==> config.mk <==
export PLATFORM = sky130hd
export DESIGN_NAME = mme_front
export DESIGN_NICKNAME = d
export VERILOG_FILES = /design/src/hw/rtl/mme_pkg.sv /design/src/hw/rtl/mme_front.sv
export SDC_FILE = /design/constraint.sdc
export NUM_CORES = 1
export LEC_CHECK = 0
export BUFFER_PORTS_ARGS = -buffer_cell sky130_fd_sc_hd__buf_2
export CORE_MARGIN = 2
export CORE_UTILIZATION = 37
export DETAILED_ROUTE_END_ITERATION = 10
export PLACE_DENSITY = 0.85
export SLEW_MARGIN = 5
export SYNTH_ARGS = -nofsm -noshare
export SYNTH_HDL_FRONTEND = slang
export SYNTH_SLANG_ARGS = --single-unit
export TNS_END_PERCENT = 20
==> constraint.sdc <==
create_clock -name vclk -period 3.6
set_clock_uncertainty 0.15 [all_clocks]
set_input_delay 0.72 -clock vclk [all_inputs]
set_output_delay 0.72 -clock vclk [all_outputs]
set_load 0.01 [all_outputs]
==> src/hw/rtl/mme_pkg.sv <==
// Shared types and constants for the matrix multiply engine.
// Holds action and register codes, fixed field widths and the size struct.
// No dependencies.
`default_nettype none

package mme_pkg;

  // Action codes carried by an input item and by a queue entry
  localparam logic [1:0] ACT_LOAD_A = 2'd0;
  localparam logic [1:0] ACT_LOAD_B = 2'd1;
  localparam logic [1:0] ACT_START  = 2'd2;

  // Configuration register indexes
  localparam logic [1:0] REG_ROWS_USED = 2'd0;
  localparam logic [1:0] REG_INNER_LEN = 2'd1;
  localparam logic [1:0] REG_COLS_USED = 2'd2;

  // Fixed field widths
  localparam int ACT_W       = 2;
  localparam int IDX_W       = 10;
  localparam int IN_ELEM_W   = 16;
  localparam int OUT_IDX_W   = 3;
  localparam int ACC_W       = 48;
  localparam int ROWS_W      = 4;
  localparam int INNER_W     = 11;
  localparam int COLS_W      = 4;
  localparam int CFG_INDEX_W = 2;
  localparam int CFG_DATA_W  = 11;

  // Register reset values
  localparam logic [ROWS_W-1:0]  ROWS_RESET  = 4'd8;
  localparam logic [INNER_W-1:0] INNER_RESET = 11'd784;
  localparam logic [COLS_W-1:0]  COLS_RESET  = 4'd8;

  // Command queue depth between front and back
  localparam int Q_DEPTH = 4;

  // Effective (clamped) matrix sizes
  typedef struct packed {
    logic [3:0]  rows;
    logic [12:0] inner;
    logic [3:0]  cols;
  } dims_t;

endpackage

`default_nettype wire

==> src/hw/rtl/mme_front.sv <==
// Front end: accepts input items, clamps sizes, checks load bounds and
// queues commands for the back end. Depends on mme_pkg.
`default_nettype none

module mme_front #(
  parameter int MAX_ROWS   = 8,
  parameter int MAX_INNER  = 1024,
  parameter int MAX_COLS   = 8,
  parameter int ELEM_WIDTH = 16,
  parameter int QW         = 32
) (
  input  wire logic                            in_valid,
  output logic                                 in_stall,
  input  wire logic [mme_pkg::ACT_W-1:0]       action,
  input  wire logic [mme_pkg::IDX_W-1:0]       row_index,
  input  wire logic [mme_pkg::IDX_W-1:0]       col_index,
  input  wire logic signed [mme_pkg::IN_ELEM_W-1:0] element_value,
  input  wire logic [mme_pkg::ROWS_W-1:0]      rows_used,
  input  wire logic [mme_pkg::INNER_W-1:0]     inner_len,
  input  wire logic [mme_pkg::COLS_W-1:0]      cols_used,
  input  wire logic                            q_full,
  output logic                                 q_push,
  output logic [QW-1:0]                        q_data,
  output mme_pkg::dims_t                       dims
);
  import mme_pkg::*;

  localparam int RW  = (MAX_ROWS > 1) ? $clog2(MAX_ROWS) : 1;
  localparam int KW  = (MAX_INNER > 1) ? $clog2(MAX_INNER) : 1;
  localparam int CW  = (MAX_COLS > 1) ? $clog2(MAX_COLS) : 1;
  localparam int AAW = RW + KW;
  localparam int BAW = KW + CW;
  localparam int AW  = (AAW > BAW) ? AAW : BAW;

  logic [3:0]            rows_eff;
  logic [12:0]           inner_eff;
  logic [3:0]            cols_eff;
  logic [ELEM_WIDTH-1:0] elem;
  logic                  a_ok;
  logic                  b_ok;
  logic [AW-1:0]         a_addr;
  logic [AW-1:0]         b_addr;
  logic                  keep;
  logic [AW-1:0]         cmd_addr;

  // Clamp sizes: zero acts as one, anything above the maximum as the maximum
  always_comb begin
    if (rows_used == '0) begin
      rows_eff = 4'd1;
    end else if (32'(rows_used) > 32'(MAX_ROWS)) begin
      rows_eff = 4'(MAX_ROWS);
    end else begin
      rows_eff = rows_used;
    end
    if (inner_len == '0) begin
      inner_eff = 13'd1;
    end else if (32'(inner_len) > 32'(MAX_INNER)) begin
      inner_eff = 13'(MAX_INNER);
    end else begin
      inner_eff = 13'(inner_len);
    end
    if (cols_used == '0) begin
      cols_eff = 4'd1;
    end else if (32'(cols_used) > 32'(MAX_COLS)) begin
      cols_eff = 4'(MAX_COLS);
    end else begin
      cols_eff = cols_used;
    end
  end

  assign dims = '{rows: rows_eff, inner: inner_eff, cols: cols_eff};

  // Sign-extend the element, then keep it at the stored width
  assign elem = ELEM_WIDTH'(32'(element_value));

  // Bounds checks and store addresses
  assign a_ok   = (32'(row_index) < 32'(rows_eff)) && (32'(col_index) < 32'(inner_eff));
  assign b_ok   = (32'(row_index) < 32'(inner_eff)) && (32'(col_index) < 32'(cols_eff));
  assign a_addr = AW'({RW'(row_index), KW'(col_index)});
  assign b_addr = AW'({KW'(row_index), CW'(col_index)});

  // Classify: drop out-of-range loads and unused actions
  always_comb begin
    unique case (action)
      ACT_LOAD_A: begin
        keep     = a_ok;
        cmd_addr = a_addr;
      end
      ACT_LOAD_B: begin
        keep     = b_ok;
        cmd_addr = b_addr;
      end
      ACT_START: begin
        keep     = 1'b1;
        cmd_addr = '0;
      end
      default: begin
        keep     = 1'b0;
        cmd_addr = '0;
      end
    endcase
  end

  assign in_stall = q_full;
  assign q_push   = in_valid && !q_full && keep;
  assign q_data   = QW'({action, cmd_addr, elem});

endmodule

`default_nettype wire

==> impl_results.md, run 1 <==
- Status: completed
- Synth Instances: 170
- Netlist cell types: 37
- GRT Total Usage: 19.6%
- Die area: 0.00358 mm²
- Clock share of power: 0%
- Fin. max-slew vios: 0
- P_sw: 0.106 mW
- DR iter-0 viols: 55
- Int Power: around 0.094 mW
- Final WL: 3.94 mm
- Max IR drop VDD: around 0.045 mV
- Final WS setup: 0.00996 ns
- PortBufs: 79
- Nets: 323
- RSZ-0062 raised after global routing: true
- Setup violators final: 0
- Most frequent cells in the layout: 74 x buf_2, 21 x nor2_1, 21 x ha_1
- Synth-to-layout area growth: 43.9%
- PD cells: between 100 and 150 mW/mm²
- Rows: 20
- Gpl congestion: 0.941
- Multi-input logic area: ~1000 µm²
- Setup crit end kind: output port
- Combinational Power Share: 100.0%
- Via count: about 1400
- DRC: 0
- Hold path start: element_value[10]
- DRT Pass-1 Iters: 4
- GR Overflow Total: 0
- Static leakage: 0.988 nW
- Startpoint class of the critical path: input pin
- Starting Density: 38.4%
- First-pass GRT wire length: 5.56 mm
- Core area: 0.00300 mm²
- I/O pin cnt: 114
- FILL cells: 285
- Layout cells sized above 1: between 40% and 50%
- Commonest non-fill, non-tap cell in the layout: buf_2
- Clk_buf instances: 0
- Dpl hpwl: 2.99 mm
- Post-synthesis sequential area ratio: 0%
- WS Path Type: in -> out
- Synth Cell Area: 0.00115 mm²
- Die Y: between 50 and 60 µm
- Largest net degree at the start of global routing: 19
- Die boundary width: 59.8 µm
- Hold Crit Endpoint: q_data[10]
- Register Area: 0 µm²
- Fin crit share: 99.7%
- Reg power frac: 0%
- Post-DR wirelength/cell: 14.5 µm
- Mapped Avg Cell Area: approximately 6.8 µm²
- Worst min path class: in -> out
- DRT antenna net count: 0
- Crit path DAT: 2.72 ns
- Hold Crit Depth: 0
- Antenna violations before repair: 0
- Max cap viols: 0
- Worst hold slack: 1.29 ns
- Seq cells: 0
- Antenna Cells: 0
- Final hold viol count: 0
- Sw Share: roughly 53%
- Via count of the first global-routing pass: around 1300
- CP required: about 2.7 ns
- Via/cell ratio: 5.35
- Dpl ws: -0.107 ns
- Minimum clock period after layout: 3.59 ns
- Peak Freq: 279 MHz
- Ys Warns: 0
- Critical Path Fanout Max: 3
worst max-delay path by stage:
| stage | to | start | slack, ns | cells after the start |
|---|---|---|---|---|
| after floorplan | q_push | inner_len[10] | 0.21 | 9 |
| after global placement | q_push | inner_len[1] | -0.02 | 13 |
| after detailed placement | q_push | inner_len[1] | -0.11 | 12 |
| after CTS | q_push | inner_len[4] | 0.02 | 11 |
| after global routing | q_push | inner_len[7] | -0.08 | 12 |
| final | q_push | inner_len[7] | 0.01 | 12 |
power by group through the flow:
stage          clock (mW)  sequential, mW  combinational, mW
2_1_floorplan           0               0              0.114
6_report                0               0              0.201
3_3_place_gp            0               0              0.164
4_1_cts                 0               0              0.177
5_1_grt                 0               0              0.223
3_5_place_dp            0               0              0.167
cells in the mapped netlist, drive strengths merged:
master,instances,area [µm²]
mux2i,10,100
o311ai,1,8.76
or2,1,6.26
a221oi,1,8.76
nor4,3,25.0
and2,1,7.51
a21oi,7,35.0
nor2,21,78.8
nand3b,1,7.51
nand2,20,75.1
a31o,1,8.76
o311a,1,10.0
nor3,4,20.0
ha,24,300
o211ai,1,7.51
nor3b,2,15.0
nor2b,3,18.8
a21o,2,15.0
buf,23,170
nor4b,1,8.76
o41ai,1,16.3
nand4,3,18.8
a31oi,2,12.5
o21ai,4,20.0
nand4b,1,8.76
nand3,2,10.0
a22oi,1,7.51
a41o,1,10.0
or3,1,6.26
or4b,1,10.0
inv,16,60.1
or3b,1,8.76
nor4bb,1,10.0
clkbuf,6,22.5
conb,1,3.75
metal layers:
metal / up-vias / share of wire (%) / GRT usage [%]
met2: 80 / 48 / 35.7
li1: 709 / - / -
met1: 650 / 42 / 25.4
met4: 0 / 1.5 / 3.17
met5: - / 0 / 0
met3: 10 / 7.8 / 1.52
cell type report:
cell class	instances	area share (%)
inverters	16	3.62
repair buffers	95	33.7
well taps	33	2.49
multi-input cells	127	60.2
logic make-up after synthesis:
kind of cell               Yosys count  synth area share (%)
AOI/OAI and AO/OA                   23                  13.9
other                                1                 0.325
buffers and inverters               45                  21.9
and+or+nand+nor                     67                  29.1
muxes                               10                  8.69
adders and majority gates           24                  26.1
what timing repair did:
action,in CTS,in global routing
setup buffers,8,4
hold buffers,0,0
gates cloned,0,0
setup endpoints to repair,1,2
gates resized for setup,4,23
pin swaps,3,10
per-stage QoR:
| stage | util [%] | power [mW] | setup TNS [ns] | cells | area (µm²) |
|---|---|---|---|---|---|
| 6_report | 55.2 | 0.201 | 0 | 271 | 1660 |
| 5_1_grt | 55.2 | 0.223 | -0.119 | 271 | 1660 |
| 4_1_cts | 50.4 | 0.177 | 0 | 267 | 1510 |
| 3_5_place_dp | 47.8 | 0.167 | -0.107 | 259 | 1430 |
| 3_3_place_gp | 47.8 | 0.164 | -0.0195 | 259 | 1430 |
| 2_1_floorplan | - | 0.114 | 0 | 172 | 1160 |
critical path: stages:
cell	delay, ns
buf_8	0.10
nor4_4	0.31
nand3_2	0.12
o21ai_2	0.21
nand2_2	0.12
ha_1	0.32
nand3_1	0.09
a21o_1	0.16
a41o_1	0.17
o311ai_1	0.11
o41ai_2	0.13
buf_2	0.16
No activity file was read; power rests on OpenSTA's default activity.
==> run 2, diff against run 1 <==
--- a/config.mk
+++ b/config.mk
@@ -7,9 +7,9 @@
 export LEC_CHECK = 0
 export BUFFER_PORTS_ARGS = -buffer_cell sky130_fd_sc_hd__buf_2
 export CORE_MARGIN = 2
-export CORE_UTILIZATION = 37
+export CORE_UTILIZATION = 38
 export DETAILED_ROUTE_END_ITERATION = 10
-export PLACE_DENSITY = 0.85
+export PLACE_DENSITY = 0.87
 export SLEW_MARGIN = 5
 export SYNTH_ARGS = -nofsm -noshare
 export SYNTH_HDL_FRONTEND = slang
==> run 2 against run 1 <==
  * Via count is 2.6% lower
  * Total power decreased by 5.0%
  * Design area down 5.4%
  * Worst setup slack gained 0.0059 ns
  * Largest cell class unchanged
  * Largest power group unchanged
==> impl_results.md, run 2 (synthesized netlist as in run 1, its figures left out) <==
- DR iter-0 viols: 51
- Clk_buf instances: 0
- Startpoint class of the critical path: input pin
- Worst hold slack: 1.29 ns
- Gpl congestion: about 0.90
- Most frequent cells in the layout: 77 x buf_2, 21 x nor2_1, 20 x ha_1
- DRC: 0
- Crit path DAT: 2.71 ns
- PD cells: 122 mW/mm²
- Setup violators final: 0
- Hold Crit Endpoint: q_data[10]
- Dpl hpwl: 3.10 mm
- Via/cell ratio: 5.45
- GRT Total Usage: 18.9%
- Rows: 19
- FILL cells: 259
- Register Area: 0 µm²
- Commonest non-fill, non-tap cell in the layout: buf_2
- Static leakage: 0.935 nW
- GR Overflow Total: 0
- Final hold viol count: 0
- Die Y: 59.1 µm
- Final WL: 3.77 mm
- Synth-to-layout area growth: 36.2%
- PortBufs: between 70 and 80
- Fin crit share: 99.6%
- Starting Density: 40.7%
- Peak Freq: between 200 and 300 MHz
- Critical Path Fanout Max: 3
- Core area: ~0.0028 mm²
- Max cap viols: 0
- Largest net degree at the start of global routing: 19
- Post-DR wirelength/cell: 14.6 µm
- Status: completed
- Worst min path class: in -> out
- CTS Hold Bufs: 0
- Fin. max-slew vios: 0
- RSZ-0062 raised after global routing: true
- Worst Setup SP: inner_len[7]
- Max IR drop VDD: 0.0460 mV
- Via count of the first global-routing pass: 1259
- First-pass GRT wire length: 5.35 mm
- Setup TNS: 0 ns
- WS Path Type: in -> out
- Layout cells sized above 1: 44.7%
- DRT Pass-1 Iters: 4
- Seq cells: 0
- DRT antenna net count: 0
- Setup crit end kind: output port
- Die area: 0.00349 mm²
- Nets: 313
- I/O pin cnt: approximately 110
- Die boundary width: a little under 60 µm
- Antenna Cells: 0
- CP required: 2.73 ns
- Hold path start: element_value[10]
- Antenna violations before repair: 0
- Minimum clock period after layout: 3.58 ns
- Via count: 1412
- Hold Crit Depth: 0
-- run 2: changes by cell type in the layout (fill, tap and decap cells not counted), sizes merged --
cell,change
buf,-10
-- run 2: through the flow --
stage | std cells | utilization, % | area (µm²) | total power, mW | worst slack, ns
final | 259 | 55.5 | 1570 | 0.191 | 0.0159
after floorplan | 172 | - | 1160 | 0.114 | 0.210
after global placement | 257 | 50.6 | 1430 | 0.164 | 0.0136
after global routing | 259 | 55.5 | 1570 | 0.214 | -0.107
after CTS | 257 | 50.8 | 1440 | 0.169 | 0.0208
after detailed placement | 257 | 50.6 | 1430 | 0.168 | -0.0389
-- run 2: worst max-delay path by stage --
| stage | to | slack [ns] |
|---|---|---|
| 2_1_floorplan | q_push | 0.21 |
| 3_3_place_gp | q_push | 0.01 |
| 3_5_place_dp | q_push | -0.04 |
| 4_1_cts | q_push | 0.02 |
| 5_1_grt | q_push | -0.11 |
| 6_report | q_push | 0.02 |
-- run 2: layer usage --
layer	GRT usage (%)	vias up	routed length, µm
li1	-	686	-
met1	25.0	649	1620
met2	34.6	77	1850
met3	1.75	0	300
met4	0.974	0	0
met5	0	-	0
-- run 2: power breakdown --
group          leakage [nW]  internal, mW  switching, mW
combinational         0.935        0.0866          0.104
sequential                0             0              0
clock                     0             0              0
-- run 2: critical path: stages --
cell and delay [ns]:
buf_8 0.10, nor4_4 0.28, nand3_1 0.13, o21ai_2 0.22, nand2_2 0.15, ha_4 0.31
nand3_1 0.08, a21o_1 0.17, a41o_1 0.18, o311ai_2 0.09, o41ai_2 0.12, buf_2 0.15
-- run 2: final cells by class --
type	instances	area [µm²]	share of cell area, %
Multi-Input combinational cell	127	1010	64.6
Timing Repair Buffer	85	457	29.1
Inverter	16	60.1	3.83
Tap cell	31	38.8	2.47
-- run 2: what timing repair did --
item,in CTS,in global routing
resized for setup,2,20
cloned,0,0
endpoints found under the setup margin,1,1
buffers inserted,0,2
hold endpoints to repair,0,0
pin swaps,0,10
