[src/hw/rtl/mme_queue.sv]
// Short command queue between the front and back of the engine.
// Plain register FIFO; no package dependency.
`default_nettype none

module mme_queue #(
  parameter int WIDTH = 32,
  parameter int DEPTH = 4
) (
  input  wire logic             clk,
  input  wire logic             rst,
  input  wire logic             push,
  input  wire logic [WIDTH-1:0] push_data,
  input  wire logic             pop,
  output logic      [WIDTH-1:0] head,
  output logic                  empty,
  output logic                  full
);

  localparam int PW = (DEPTH > 1) ? $clog2(DEPTH) : 1;
  localparam int CW = $clog2(DEPTH + 1);

  logic [WIDTH-1:0] slots [DEPTH];
  logic [PW-1:0]    wr_ptr;
  logic [PW-1:0]    rd_ptr;
  logic [CW-1:0]    count;

  assign empty = (count == '0);
  assign full  = (count == CW'(DEPTH));
  assign head  = slots[rd_ptr];

  // Advance pointers and occupancy
  always_ff @(posedge clk) begin
    if (rst) begin
      wr_ptr <= '0;
      rd_ptr <= '0;
      count  <= '0;
    end else begin
      if (push) begin
        wr_ptr <= (wr_ptr == PW'(DEPTH - 1)) ? '0 : wr_ptr + PW'(1);
      end
      if (pop) begin
        rd_ptr <= (rd_ptr == PW'(DEPTH - 1)) ? '0 : rd_ptr + PW'(1);
      end
      if (push && !pop) begin
        count <= count + CW'(1);
      end else if (pop && !push) begin
        count <= count - CW'(1);
      end
    end
  end

  // Store entries
  always_ff @(posedge clk) begin
    if (push) begin
      slots[wr_ptr] <= push_data;
    end
  end

endmodule

`default_nettype wire

[config.mk]
export PLATFORM = sky130hd
export DESIGN_NAME = mme_queue
export DESIGN_NICKNAME = d
export VERILOG_FILES = /design/src/hw/rtl/mme_queue.sv
export SDC_FILE = /design/constraint.sdc
export NUM_CORES = 1
export LEC_CHECK = 0
export BUFFER_PORTS_ARGS = -buffer_cell sky130_fd_sc_hd__buf_2
export CORE_MARGIN = 2
export CORE_UTILIZATION = 53
export CTS_CLUSTER_SIZE = 16
export DETAILED_ROUTE_END_ITERATION = 10
export HOLD_SLACK_MARGIN = 0.05
export MAX_ROUTING_LAYER = met4
export PLACE_DENSITY = 0.74
export SETUP_SLACK_MARGIN = 0.2
export SLEW_MARGIN = 20
export SYNTH_ARGS = -nofsm -noshare
export SYNTH_HDL_FRONTEND = slang
export SYNTH_SLANG_ARGS = --single-unit
[constraint.sdc]
create_clock -name clk -period 3.1 [get_ports clk]
set_clock_uncertainty 0.2 [all_clocks]
set_input_delay 0.62 -clock clk [delete_from_list [all_inputs] [get_ports clk]]
set_output_delay 0.62 -clock clk [all_outputs]
set_load 0.05 [all_outputs]
==> flow_summary.ini, run 1 <==
[min_path]
min_from = push_data[26]
hold_path_class = input pin to flop
min_to = slots[0][26]
worstHoldPathCells = 1

[logic_synthesis]
synth-xor-area-share = 0.003436
netlist_instances = 211
synth_top_family_by_area = multiplexers
synth_fa_ha_area_frac = 0.01865
synth_top_area_frac = 0.7539
synth_seq_cells = 137
yosysUniqueCellTypes = 19
synth-compound-area-share = 0.002945
synthSimpleGateAreaFrac = 0.01521
synth.area.top_cells = edfxtp_1, mux4_2, dfxtp_1
synth_area_leader_cell = edfxtp_1
synth_fp_nets = 254
seq_area_frac_synth = 0.7892
muxShareOfSynthArea = 0.1507
yosysWarnings = 0
synth.avg_cell_area_um2 = 24.16
synth.cell_area_mm2 = 0.005099

[cells_and_area]
antennaDiodeCount = 0
nFillCells = 627
nNetsFinal = 344
area_growth_pct = 21.37
drive_above_1_share = 0.4586
fin_util = 0.6666

[floorplan]
dieArea_mm2 = 0.01042
io_pins = 70
die_x_um = 102.1
row_count = 35
die_h_um = 102.1
fp.coreArea_mm2 = 0.009284
start_util = 0.5492

[clocking]
numCtsBuffers = 17
cts_buffer_depth = 2
clock-sinks = 137
htree_levels = 4
cts_tree = done
clock_latency_ns = 0.51
clockRootBuffer = clkbuf_8
cts_setup_buffers = 0
clk_pin_slew_worst_paths_ns = 0.06

[placed_design]
port_buffers = 69
gp_congestion = 0.6951
hpwl_um = 4980

[worst_setup_path]
reg2reg_to = slots[0][8]
r2r_slack_ns = 1.24
cp-end-kind = output pin
crit_arrival_ns = 1.91
critPathKind = flop to output pin
crit_required_ns = 2.28
r2r_cells = 4
rr_startpoint = wr_ptr[0]
worstPathMaxFanout = 14
start_kind = flop

[sta]
period_share = 0.8815
tightestPinTransition_ns = 0.5599
slew_headroom = 0.6267
finalHoldViolCount = 0
grt_setup_unrepaired = false
drv_slew = 0
period_minus_slack_ns = 2.733
setup_violations = 0
final.setup.tns_ns = 0
timing.fmax_ghz = 0.3660
hold_ws_ns = 0.1212

[detailed_routing]
routed_via_density = 5.219
wl_per_cell_um = 18.34
vias = 2312
antenna_left = 0
wl_um = 8123
drc = 0
dr.pass1.iters = 5
drt_iter0_markers = 135

[power]
power_density_mw_per_mm2 = 738.1
p_leak_nw = 2.184
ir_worst_vdd_v = 0.0005080

[grt]
grt_overflow = 0
grt_pass1_vias = 2432
antenna_found_initial = 0
grt_max_degree = 33
gr-usage-all-layers = 0.1780
grt_pass1_wl_um = 12660

[run_status]
status = finished, final reports clean

[flow_run]
maxCapViolations = 0
-- layer usage --
metal	vias up	routed length (µm)	GRT usage
met2	56	4462	0.2950
li1	1064	-	-
met5	-	0	-
met4	0	83	0.07077
met1	1181	3251	0.2041
met3	11	325	0.05472
-- logic make-up after synthesis --
logic type / Yosys count
simple gates: 15
compound gates: 3
mux: 36
flops: 137
buf+inv: 11
fa+ha+maj: 7
xor+xnor: 2
-- power by group --
group	internal [mW]	total [mW]	switching (mW)	leakage [nW]
registers	2.12	2.15	0.0339	1.25
logic	0.170	0.539	0.369	0.645
clock network	1.17	1.88	0.708	0.288
-- how the worst max path moves through the flow --
stage | startpoint | endpoint | depth (start not counted)
2_1_floorplan | count[1] | full | 1
3_3_place_gp | flop | head[23] | 3
3_5_place_dp | flop | head[23] | 3
4_1_cts | flop | head[23] | 3
5_1_grt | flop | head[21] | 3
6_report | flop | head[21] | 3
-- worst max-delay path, cell delays in order, from the launching register on --
cell     delay, ns
dfxtp_2       0.33
buf_4         0.29
mux4_2        0.56
buf_2         0.23
-- timing repair --
action | CTS | global route
resized for setup | 0 | 1
hold endpoints to repair | 0 | 0
setup endpoints to repair | 0 | 1
hold buffers | 0 | 0
-- through the flow --
stage | power [mW] | instance area, µm² | instances | worst slack [ns]
after floorplan | 2.596 | 5099 | 211 | 0.7782
after global placement | 2.726 | 5607 | 411 | 0.7760
after detailed placement | 2.736 | 5607 | 411 | 0.7813
after CTS | 4.618 | 6185 | 443 | 0.2382
after global routing | 4.725 | 6188 | 443 | 0.2685
final | 4.567 | 6188 | 443 | 0.3675
-- state kept, by name, summed over array words and instances, names as in the netlist, named ones only --
signal and flops:
count 3, rd_ptr 2, slots 128, wr_ptr 2
-- Yosys cell counts (all sizes together) --
cell and number:
buf 7, nor2 7, dfxtp 9, a21oi 2, nor3 1, mux2i 4
mux4 32, and2 4, or3 1, edfxtp 128, nor3b 2, xor2 2
ha 6, o21ai 1, inv 4, fa 1
-- layout by cell type (no fill, tap or decap), types with 4 or more instances in the layout --
cell type	synthesis	routed
dfxtp_1	9	7
inv_1	4	4
clkbuf_16	0	19
edfxtp_1	128	128
buf_2	3	69
ha_1	6	6
nor2_1	7	7
and2_2	0	4
buf_4	0	7
mux2i_1	4	4
mux4_2	30	30
-- layout make-up --
type / instances / area, µm² / area share
inverter: 4 / 15.01 / 0.002426
sequential: 137 / 4026 / 0.6506
timing repair buffer: 78 / 429.2 / 0.06935
multi-input combinational: 63 / 978.4 / 0.1581
clock inverter: 8 / 53.80 / 0.008694
tap: 129 / 161.4 / 0.02608
clock buffer: 24 / 524.3 / 0.08471
(Power assumes the default switching activity.)
==> inputs of run 2 (changes only) <==
--- a/config.mk
+++ b/config.mk
@@ -13,6 +13,7 @@
 export HOLD_SLACK_MARGIN = 0.05
 export MAX_ROUTING_LAYER = met4
 export PLACE_DENSITY = 0.74
+export REMOVE_ABC_BUFFERS = 1
 export SETUP_SLACK_MARGIN = 0.2
 export SLEW_MARGIN = 20
 export SYNTH_ARGS = -nofsm -noshare
==> flow_summary.ini, run 2 (synthesis results as in run 1) <==
[run_status]
status = finished, final reports clean

[sta]
setup_violations = 0
period_share = 0.8974
timing.fmax_ghz = 0.3595
slew_headroom = 0.5886
period_minus_slack_ns = 2.782
grt_setup_unrepaired = false
hold_ws_ns = 0.1174
finalHoldViolCount = 0
final.setup.tns_ns = 0
drv_slew = 0
tightestPinTransition_ns = 0.6171

[worst_setup_path]
worstPathMaxFanout = 32
rr_startpoint = wr_ptr[0]
slowest_stage = mux4_1
critPathTopFamily = multiplexers
crit_required_ns = 2.28
cp-end-kind = output pin
slowest_delay_ns = 0.60
r2r_cells = 4
critPathKind = flop to output pin
start_kind = flop
cp.depth = 3
worstPathCellList = buf_12, mux4_1, buf_2
crit_buf_inv = 2
crit_arrival_ns = 1.96

[floorplan]
start_util = 0.5492
fp.coreArea_mm2 = 0.009284
dieArea_mm2 = 0.01042
die_x_um = 102.1
row_count = 35
io_pins = 70
die_h_um = 102.1

[clocking]
postCtsHoldBufs = 0
cts_tree = done
cts_buffer_depth = 2
clock_latency_ns = 0.52
htree_levels = 4
clk_pin_slew_worst_paths_ns = 0.06
numCtsBuffers = 17
clockRootBuffer = clkbuf_8
post_cts_resized = 0
clock-sinks = 137
cts_setup_buffers = 0

[detailed_routing]
wl_um = 8519
wl_per_cell_um = 19.23
drt_iter0_markers = 134
dr.pass1.iters = 4
drc = 0
routed_via_density = 5.350
antenna_left = 0
vias = 2370

[grt]
antenna_found_initial = 0
grt_overflow = 0
grt_pass1_vias = 2490
grt_max_degree = 33
grt_pass1_wl_um = 13230
gr-usage-all-layers = 0.1899

[cells_and_area]
mostFrequentLayoutCells = edfxtp_1, buf_2, mux4_2
nNetsFinal = 344
top_register = slots
antennaDiodeCount = 0
top_regs = slots x128, count x3
drive_above_1_share = 0.4618
mostFrequentLayoutCell = edfxtp_1
largest_reg_flops = 128
fin_cells = 443
area_growth_pct = 21.52

[min_path]
min_from = push_data[8]
worstHoldPathCells = 1
hold_path_class = input pin to flop

[placed_design]
gp_congestion = 0.7420
dp.cells = 411
hpwl_um = 5135
port_buffers = 69

[power]
ir_worst_vdd_v = 0.0003930
p_leak_nw = 2.193
power.total_mw = 4.601
power_density_mw_per_mm2 = 742.6

[flow_run]
maxCapViolations = 0
[run 2: cell count changes in the layout (fill, tap and decap cells not counted), sizes merged]
| cell | delta |
|---|---|
| inv | +7 |
| clkinv | -4 |
| clkbuf | -2 |
| clkinvlp | -1 |
[run 2: report_power, final]
group	total (mW)	switching (mW)	internal (mW)
sequential	2.15	0.0302	2.12
clock	1.90	0.744	1.16
combinational	0.553	0.380	0.173
total	4.60	1.15	3.45
[run 2: metal layers]
metal,wire length [µm],track usage,share of wire,vias to the layer above
met1,3546,0.2277,0.42,1223
li1,-,-,-,1066
met4,100,0.06051,0.012,0
met5,0,-,0,-
met3,516,0.07592,0.061,11
met2,4356,0.2991,0.51,70
[run 2: path summary, 6_finish.rpt]
path,end,slack [ns]
setup / recovery,head[23],0.32
hold / removal,slots[3][8],0.12
setup reg to reg,slots[0][2],1.19
hold reg to reg,count[2],0.31
[run 2: layout make-up]
cell class	count	area, µm²
inverters	4	15.01
well taps	129	161.4
clock buffers	22	506.7
fillers	602	3088
clock inverters	10	70.07
flip-flops and latches	137	4026
multi-input cells	63	978.4
repair buffers	78	437.9
[run 2: through the flow]
stage          setup slack (ns)  cell area [µm²]  utilization
2_1_floorplan          -0.09990             5012            -
3_3_place_gp             0.8584             5619       0.6053
3_5_place_dp             0.7905             5619       0.6053
4_1_cts                  0.2849             6196       0.6674
5_1_grt                  0.2400             6196       0.6674
6_report                 0.3181             6196       0.6674
==> inputs of run 3 (changes only) <==
--- a/config.mk
+++ b/config.mk
@@ -10,6 +10,7 @@
 export CORE_UTILIZATION = 53
 export CTS_CLUSTER_SIZE = 16
 export DETAILED_ROUTE_END_ITERATION = 10
+export GPL_TIMING_DRIVEN = 0
 export HOLD_SLACK_MARGIN = 0.05
 export MAX_ROUTING_LAYER = met4
 export PLACE_DENSITY = 0.74
==> flow_summary.ini, run 3 (synthesis results as in run 1) <==
[grt]
grt_max_degree = 21
antenna_found_initial = 0
gr-usage-all-layers = 0.1795
grt_pass1_vias = 2482
grt_overflow = 0
grt_pass1_wl_um = 12760

[power]
ir_worst_vdd_v = 0.0004174
power_switching_mw = 1.130
clkPwrFrac = 0.428
power_frac_seq = 0.453
p_comb_frac = 0.118
power.total_mw = 4.744
power.internal_mw = 3.614
power_density_mw_per_mm2 = 748.8
p_sw_frac = 0.2381
p_leak_nw = 2.223

[worst_setup_path]
crit_buf_inv = 2
r2r_slack_ns = 1.32
slowest_delay_ns = 0.61
r2r_cells = 4
reg2reg_to = slots[0][23]
crit_arrival_ns = 1.91
worstPathCellList = buf_16, mux4_2, buf_2
worstPathMaxFanout = 19
crit_path_end = head[15]
critPathTopFamily = flip-flops
rr_startpoint = wr_ptr[0]
slowest_stage = dfxtp_2
cp.depth = 3
cp-end-kind = output pin
crit_required_ns = 2.28
start_kind = flop
critPathKind = flop to output pin

[min_path]
hold_path_class = input pin to flop
worstHoldPathCells = 1

[cells_and_area]
mostFrequentLayoutCells = edfxtp_1, buf_2, mux4_2
drive_above_1_share = 0.4618
antennaDiodeCount = 0
largest_reg_flops = 128
fin_util = 0.6825
area_growth_pct = 24.27
nNetsFinal = 344
top_regs = slots x128, count x3
mostFrequentLayoutCell = edfxtp_1
top_register = slots

[sta]
period_minus_slack_ns = 2.731
tightestPinTransition_ns = 0.4965
setup_slack_ns = 0.3691
period_share = 0.8809
finalHoldViolCount = 0
drv_slew = 0
hold_ws_ns = 0.1226
setup_violations = 0
slew_headroom = 0.6690
timing.fmax_ghz = 0.3662
grt_setup_unrepaired = false

[detailed_routing]
wl_um = 8032
drt-met1-wl_um = 3394
route.met3.wl_um = 351
wl_per_cell_um = 18.13
drc = 0
top_layer = met4
wl_met2_um = 4226
antenna_left = 0
vias = 2290
drt_iter0_markers = 80
routed_via_density = 5.169
dr.pass1.iters = 4

[floorplan]
row_count = 35
start_util = 0.5492
fp.coreArea_mm2 = 0.009284
io_pins = 70
die_h_um = 102.1
dieArea_mm2 = 0.01042
die_x_um = 102.1

[placed_design]
pre_cts_slack_ns = 0.5795
port_buffers = 69
gp_congestion = 0.7130
hpwl_um = 4950

[clocking]
clk_pin_slew_worst_paths_ns = 0.06
clock-sinks = 137
cts_buffer_depth = 2
cts_tree = done
clock_latency_ns = 0.50
post_cts_resized = 0
numCtsBuffers = 17
clockRootBuffer = clkbuf_8
postCtsHoldBufs = 0
htree_levels = 4

[run_status]
status = finished, final reports clean

[flow_run]
maxCapViolations = 0
==> run 3: what timing repair did <==
action | 4_1_cts | 5_1_grt
setup buffers | 4 | 0
hold endpoints to repair | 0 | 0
endpoints found under the setup margin | 32 | 0
==> run 3: power groups by stage <==
| stage | sequential [mW] | combinational, mW | clock, mW |
|---|---|---|---|
| global placement | 2.21 | 0.503 | 0 |
| CTS | 2.15 | 0.571 | 2.08 |
| floorplan | 2.20 | 0.383 | 0 |
| detailed placement | 2.21 | 0.537 | 0 |
| global route | 2.16 | 0.602 | 2.15 |
| finish | 2.15 | 0.561 | 2.03 |
==> run 3: how the worst min path moves through the flow <==
stage                        startpoint            to  slack (ns)
after floorplan                count[2]      count[2]        0.26
after global placement         count[2]      count[2]        0.28
after detailed placement       count[2]      count[2]        0.30
after CTS                 push_data[14]  slots[0][14]        0.09
after global routing      push_data[18]  slots[2][18]        0.09
final                     push_data[18]  slots[2][18]        0.12
==> run 3: stage by stage <==
| stage | cell area [µm²] | setup TNS [ns] | std cells |
|---|---|---|---|
| after floorplan | 5012 | -0.1998 | 204 |
| after global placement | 5519 | -17.82 | 402 |
| after detailed placement | 5667 | 0 | 407 |
| after CTS | 6336 | 0 | 443 |
| after global routing | 6336 | 0 | 443 |
| final | 6336 | 0 | 443 |
==> run 3: layer usage <==
layer / vias up / GRT usage
met5: - / -
met3: 7 / 0.05882
li1: 1063 / -
met4: 0 / 0.06462
met1: 1165 / 0.2167
met2: 55 / 0.2869
==> run 3: final cells by class <==
class | instances | area (µm²)
clock buffer | 18 | 417.9
multi-input combinational | 63 | 978.4
tap | 129 | 161.4
sequential | 137 | 4029
timing repair buffer | 78 | 538.0
fill | 605 | 2948
inverter | 4 | 15.01
clock inverter | 14 | 196.4
==> run 3: worst register-to-register path: stages, from the launching register on <==
cell and delay, ns:
dfxtp_1 0.35, inv_1 0.10, ha_1 0.13, and2_2 0.46, buf_16 0.22
